==> config.mk <==
export PLATFORM = sky130hd
export DESIGN_NAME = strmq_ctrl
export DESIGN_NICKNAME = d
export VERILOG_FILES = /design/src/rtl/strmq_pkg.sv /design/src/rtl/strmq_ctrl.sv
export VERILOG_INCLUDE_DIRS = /design/src /design/src/rtl
export SDC_FILE = /design/constraint.sdc
export NUM_CORES = 1
export LEC_CHECK = 0
export ABC_AREA = 1
export BUFFER_PORTS_ARGS = -buffer_cell sky130_fd_sc_hd__buf_2
export CORE_AREA = 10 10 47 49
export DETAILED_ROUTE_END_ITERATION = 10
export DIE_AREA = 0 0 57 59
export PLACE_DENSITY = 0.55
export SYNTH_ARGS = -nofsm -noshare
export SYNTH_HDL_FRONTEND = slang
export SYNTH_SLANG_ARGS = --single-unit
==> constraint.sdc <==
create_clock -name i_clk -period 3.3 [get_ports i_clk]
set_input_delay 0.99 -clock i_clk [delete_from_list [all_inputs] [get_ports i_clk]]
set_output_delay 0.99 -clock i_clk [all_outputs]
set_load 0.02 [all_outputs]
==> src/rtl/sparse_table_range_min_macros.svh <==
// Assertion macros shared by the range-minimum modules.
`ifndef SPARSE_TABLE_RANGE_MIN_MACROS_SVH
`define SPARSE_TABLE_RANGE_MIN_MACROS_SVH

// Same-cycle implication, checked outside reset.
`define STRMQ_ASSERT_NOW(label, ante, cons) \
    label: assert property (@(posedge i_clk) disable iff (!i_rst_n) (ante) |-> (cons)) \
        else $error("strmq assertion failed");

// Next-cycle implication, checked outside reset.
`define STRMQ_ASSERT_NEXT(label, ante, cons) \
    label: assert property (@(posedge i_clk) disable iff (!i_rst_n) (ante) |=> (cons)) \
        else $error("strmq assertion failed");

`endif

==> src/rtl/strmq_pkg.sv <==
// Shared constants, codes and controller/datapath interface types.
package strmq_pkg;

    // Table geometry.
    localparam int MAX_ELEMENTS = 1024;
    localparam int LEVELS       = 11;
    localparam int DATA_W       = 64;
    localparam int IDX_W        = $clog2(MAX_ELEMENTS);
    localparam int CNT_W        = IDX_W + 1;
    localparam int LVL_W        = $clog2(LEVELS);
    localparam int ADDR_W       = LVL_W + IDX_W;
    localparam int MEM_DEPTH    = LEVELS * MAX_ELEMENTS;
    localparam int K_W          = $clog2(CNT_W);
    localparam int WIN_W        = ((CNT_W > LEVELS) ? CNT_W : LEVELS) + 1;

    // Field widths on the streams.
    localparam int OP_W         = 2;
    localparam int STATUS_W     = 2;
    localparam int S_TDATA_W    = ((DATA_W + IDX_W + CNT_W + 7) / 8) * 8;
    localparam int M_TDATA_W    = ((DATA_W + CNT_W + 7) / 8) * 8;

    // Operation codes of a request.
    localparam logic [OP_W-1:0] OP_APPEND = 2'd0;
    localparam logic [OP_W-1:0] OP_QUERY  = 2'd1;
    localparam logic [OP_W-1:0] OP_CLEAR  = 2'd2;

    typedef enum logic [STATUS_W-1:0] {
        ST_OK        = 2'd0,
        ST_BAD_RANGE = 2'd1,
        ST_FULL      = 2'd2
    } t_status;

    typedef enum logic [2:0] {
        S_IDLE,
        S_DECODE,
        S_APPEND,
        S_QCMP,
        S_FINISH
    } t_state;

    // Commands from the controller to the datapath.
    typedef struct packed {
        logic    capture;
        logic    res_set;
        t_status res_status;
        logic    app_write;
        logic    qry_read;
        logic    qry_cmp;
        logic    clear;
        logic    load_out;
    } t_cmd;

    // Status from the datapath to the controller.
    typedef struct packed {
        logic [OP_W-1:0] op;
        logic            full;
        logic            bad;
        logic            app_last;
    } t_sts;

endpackage

==> src/rtl/strmq_ctrl.sv <==
// Controller: sequences append, query and clear requests and the result register.
`include "sparse_table_range_min_macros.svh"

module strmq_ctrl (
    input  logic            i_clk,
    input  logic            i_rst_n,
    input  logic            i_s_tvalid,
    output logic            o_s_tready,
    output logic            o_m_tvalid,
    input  logic            i_m_tready,
    input  strmq_pkg::t_sts i_sts,
    output strmq_pkg::t_cmd o_cmd
);

    strmq_pkg::t_state r_state;
    strmq_pkg::t_state n_state;
    logic              r_out_valid;
    logic              n_out_valid;

    // State and result-valid registers.
    always_ff @(posedge i_clk) begin
        if (!i_rst_n) begin
            r_state     <= strmq_pkg::S_IDLE;
            r_out_valid <= 1'b0;
        end else begin
            r_state     <= n_state;
            r_out_valid <= n_out_valid;
        end
    end

    // Next state and commands.
    always_comb begin
        n_state    = r_state;
        o_cmd      = '0;
        o_s_tready = 1'b0;
        unique case (r_state)
            strmq_pkg::S_IDLE: begin
                // No request is taken while reset is held.
                o_s_tready = i_rst_n;
                if (i_s_tvalid && i_rst_n) begin
                    o_cmd.capture = 1'b1;
                    n_state       = strmq_pkg::S_DECODE;
                end
            end
            strmq_pkg::S_DECODE: begin
                case (i_sts.op)
                    strmq_pkg::OP_APPEND: begin
                        o_cmd.res_set = 1'b1;
                        if (i_sts.full) begin
                            o_cmd.res_status = strmq_pkg::ST_FULL;
                            n_state          = strmq_pkg::S_FINISH;
                        end else begin
                            o_cmd.res_status = strmq_pkg::ST_OK;
                            o_cmd.app_write  = 1'b1;
                            n_state = i_sts.app_last ? strmq_pkg::S_FINISH
                                                     : strmq_pkg::S_APPEND;
                        end
                    end
                    strmq_pkg::OP_QUERY: begin
                        if (i_sts.bad) begin
                            o_cmd.res_set    = 1'b1;
                            o_cmd.res_status = strmq_pkg::ST_BAD_RANGE;
                            n_state          = strmq_pkg::S_FINISH;
                        end else begin
                            o_cmd.qry_read = 1'b1;
                            n_state        = strmq_pkg::S_QCMP;
                        end
                    end
                    strmq_pkg::OP_CLEAR: begin
                        o_cmd.clear      = 1'b1;
                        o_cmd.res_set    = 1'b1;
                        o_cmd.res_status = strmq_pkg::ST_OK;
                        n_state          = strmq_pkg::S_FINISH;
                    end
                    default: begin
                        o_cmd.res_set    = 1'b1;
                        o_cmd.res_status = strmq_pkg::ST_OK;
                        n_state          = strmq_pkg::S_FINISH;
                    end
                endcase
            end
            strmq_pkg::S_APPEND: begin
                o_cmd.app_write = 1'b1;
                if (i_sts.app_last) begin
                    n_state = strmq_pkg::S_FINISH;
                end
            end
            strmq_pkg::S_QCMP: begin
                o_cmd.qry_cmp = 1'b1;
                n_state       = strmq_pkg::S_FINISH;
            end
            strmq_pkg::S_FINISH: begin
                if (!r_out_valid || i_m_tready) begin
                    o_cmd.load_out = 1'b1;
                    n_state        = strmq_pkg::S_IDLE;
                end
            end
            default: begin
                n_state = strmq_pkg::S_IDLE;
            end
        endcase
    end

    // The result register fills on load and empties when taken.
    always_comb begin
        n_out_valid = r_out_valid;
        if (o_cmd.load_out) begin
            n_out_valid = 1'b1;
        end else if (i_m_tready) begin
            n_out_valid = 1'b0;
        end
    end

    assign o_m_tvalid = r_out_valid;

    `STRMQ_ASSERT_NEXT(a_capture_decodes, o_cmd.capture, r_state == strmq_pkg::S_DECODE)
    `STRMQ_ASSERT_NEXT(a_load_shows, o_cmd.load_out, r_out_valid)
    `STRMQ_ASSERT_NOW(a_qcmp_after_decode, r_state == strmq_pkg::S_QCMP,
        $past(r_state) == strmq_pkg::S_DECODE)

endmodule

# Word level (Yosys, flattened, before mapping)
# Cells that the tools add are included.
# totals
regBits	4
out_inout_bits	11
word_cells	46
# op_classes
eq_ne	9
n_mux	28
n_reduce_logical	7
# op_table
operator	count
two-way mux 3 bit	8
two-way mux 1 bit	15
case mux 3 bit (5 select lines)	1
case mux 3 bit (2 select lines)	2
== test 3 x 2 -> 1 bit, second input constant	2
!= test 2 bit, second input constant	3
== test 3 x 1 -> 1 bit, second input constant	1
== test 3 bit, second input constant	1
logical NOT 3 bit	1
AND reduction 3 bit	1
== test 2 x 1 -> 1 bit, second input constant	1
== test 2 bit, second input constant	1
logical NOT 2 bit	1
two-way mux 2 bit	1
case mux 1 bit (2 select lines)	1
nonzero test 2 bit	1
logical AND 1 bit	1
logical NOT 1 bit	1
logical OR 1 bit	1

# Longest topological paths before layout
# depth
word_depth	5
depth_mapped	7
mapped_depth_nobuf	7

# Worst setup path before layout
# OpenSTA, ideal clock, no wires.
# synth_timing
path_kind	input -> output
from	in i_sts[4] in the netlist's numbering
to	out o_cmd[6] in the netlist's numbering
arrival_ns	1.709
required_ns	2.310
slack_ns	0.601
cell_stages	1
n_path_buf	0
cell_sequence	nor4_1
# synth_between
elab_chain_len	3
# synth_rtl
element	line_no	text
start, declared	strmq_ctrl.sv:11	input strmq_pkg::t_sts i_sts,
== test 2 x 1 -> 1 bit / logical NOT 2 bit (equally long branches)	strmq_ctrl.sv:46	case (i_sts.op)
case mux 3 bit (2 select lines) (*)	strmq_ctrl.sv:46	
two-way mux 3 bit (*)	strmq_ctrl.sv:36	unique case (r_state)
end, declared	strmq_ctrl.sv:12	output strmq_pkg::t_cmd o_cmd
# Every way passes the cells marked *; elsewhere a longest branch is shown, timed or not.

==> impl_metrics.csv <==
group,metric,value,unit
timing,finalCritPeriodShare,0.8064,
power_and_ir_drop,power.density,359.2,nW/um2
global_route,grt_max_degree,7,
timing,finalHoldWorstSlack,0.5451,ns
routing,ant_nets,0,
clock_network,post-cts-setup-buffers,0,
timing,layout_setup_ws,0.6389,ns
timing,setup_tns,0,ns
clock_network,path_clk_slew,0.04,ns
critical_path,crit_type,"input port to primary output",
layout,drive_above_1_share,0.3947,
timing,finClkSkew,0.003605,ns
clock_network,cts_buffer_depth,2,
place,placed_area,434.2,um2
timing,relSlewSlack,0.7756,
worst_hold_path,hold_class,"flip-flop to flip-flop",
synth,ys_types,16,
worst_hold_path,whs_endpoint,"r_state[2]",
power_and_ir_drop,intPower,109.6,uW
clock_network,cts_resized,0,
place,place_congestion,0.6994,
die,start_util,0.2330,
synth,yosysWarnings,0,
layout,nFillCells,168,
synth,ys_seq_area_frac,0.2452,
global_route,grt_pass1_vias,352,
synth,syn_inst,55,
clock_network,h-tree-depth,1,
die,fp-row-count,14,
timing,slew_viol_final,0,
die,dieArea,3363,um2
layout,final_cell_area,456.7,um2
die,die_h,59,um
global_route,overflow,0,
critical_path,r2r-end,"r_state[2]",
die,die_x,57,um
worst_hold_path,holdCritStartpoint,"r_state[2]",
routing,vias,385,
die,fp.coreArea,1401,um2
power_and_ir_drop,comb_power_share,0.311,
die,ios,20,
routing,viasPerCell,4.185,
critical_path,r2r_slack,2.19,ns
timing,setup_viol_count_final,0,
routing,dr.pass1.iters,2,
layout,nets,87,
critical_path,r2r_start,"r_state[1]",
critical_path,cp-end-kind,"primary output",
routing,drcViolationCount,0,
global_route,grtUsageTotal,0.04918,
layout,final_cell_mix,"buf_2, nor2_1, inv_1, nand2_1, nand3_1",
power_and_ir_drop,p_clk_frac,0.359,
place,hpwlAfterDp,751.1,um
critical_path,worstPathMaxFanout,4,
timing,hold_viol_final,0,
critical_path,r2r_cells,7,
global_route,antenna_found_initial,0,
routing,wire_per_inst,9.359,um
power_and_ir_drop,worst_ir_drop_vdd,0.0001566,V
global_route,grt_pass1_wl,1393,um
timing,final.min_clock_period,2.661,ns
clock_network,numCtsBuffers,3,
outcome,status,"completed",
synth,syn_avg_cell_area,5.938,um2
critical_path,crit_start,"i_sts[4]",
power_and_ir_drop,swShare,0.3317,
layout,final_cells,92,
synth,syn_nets,64,
layout,final_common_cell,"buf_2",
routing,drt_iter0_markers,1,
place,port-buffer-count,19,
clock_network,cts-root-buf,"clkbuf_4",
clock_network,insertion_delay,0.23,ns
critical_path,worstPathArrival,1.67,ns
clock_network,hold_buffers,0,
power_and_ir_drop,leakagePower,0.2477,nW
synth,ys_ff_latch,4,
power_and_ir_drop,p_sw,54.42,uW
critical_path,crit_required,2.31,ns
clock_network,cts_tree,"yes",
timing,worstMarginPinSlew,0.3340,ns
job,drv_cap,0,
power_and_ir_drop,power.share.sequential,0.330,
layout,area_growth,39.85,%
critical_path,critPathLaunchType,"input port",
place,pre_cts_ws,0.6303,ns
synth,syn_area,326.6,um2
timing,fmax,375.8,MHz
routing,routed_wl,861,um
layout,antenna_cells,0,
place,dp.cells,89,
timing,rsz0062_at_grt,"false",
worst_hold_path,holdPathStages,2,
clock_network,cts.sinks,4,
## power by group through the flow
stage	Clock, mW	Combinational [mW]	Sequential (mW)
2_1_floorplan	0	0.0356	0.0547
3_3_place_gp	0	0.0517	0.0550
3_5_place_dp	0	0.0515	0.0550
4_1_cts	0.0610	0.0519	0.0543
5_1_grt	0.0651	0.0575	0.0546
6_report	0.0589	0.0510	0.0542
## worst max path at each step
| stage | to | cells after the start |
|---|---|---|
| finish | o_cmd[3] | 5 |
| global route | o_cmd[3] | 5 |
| CTS | o_cmd[3] | 5 |
| detailed placement | o_cmd[3] | 5 |
| global placement | o_cmd[3] | 5 |
| floorplan | o_cmd[6] | 1 |
## stage by stage
| stage | power [mW] | utilization |
|---|---|---|
| after floorplan | 0.09032 | - |
| after global placement | 0.1067 | 0.3098 |
| after detailed placement | 0.1065 | 0.3098 |
| after CTS | 0.1672 | 0.3259 |
| after global routing | 0.1772 | 0.3259 |
| final | 0.1640 | 0.3259 |
## sequential cells by signal, indices dropped and copies added (netlist names)
| signal | cells |
|---|---|
| r_state | 3 |
| o_m_tvalid | 1 |
## synth_stat cells, drive strengths merged
library cell   n  area (um2)
a21oi          2       10.01
a31oi          1       6.260
buf            1       7.510
dfxtp          4       80.08
inv           10       37.53
nand2          9       33.78
nand3          5       25.02
nand3b         1       7.510
nor2          17       81.32
nor3           2       10.01
nor4           2       18.77
o21ai          1       8.760
## worst max-delay path: stages
cell and delay, ns:
buf_2 0.11, inv_1 0.09, nand3b_1 0.16, nor2_4 0.15, buf_2 0.17
## kinds of logic (layout without fill, tap and decap cells)
family / after synthesis / count (layout) / synth area share
buffers and inverters: 11 / 32 / 0.1379
AND/OR/NAND/NOR: 36 / 36 / 0.5402
flip-flops: 4 / 4 / 0.2452
AO/OA/AOI/OAI: 4 / 4 / 0.07665
## final cells by class
type                       instances  area [um2]  share of cell area
inverter                          10       37.54             0.08219
sequential                         4       80.08              0.1753
timing repair buffer              19       95.09              0.2082
multi-input combinational         40       201.4              0.4411
clock buffer                       3       22.52             0.04932
tap                               16       20.02             0.04384
## metal layers
layer | up-vias | track usage | share of wire | wire length, um
li1 | 217 | - | - | -
met1 | 156 | 0.05201 | 0.44 | 375
met2 | 12 | 0.08062 | 0.48 | 413
met3 | 0 | 0.01931 | 0.084 | 72
met4 | 0 | 0.03020 | 0 | 0
met5 | - | 0 | 0 | 0
(Power assumes the default switching activity.)
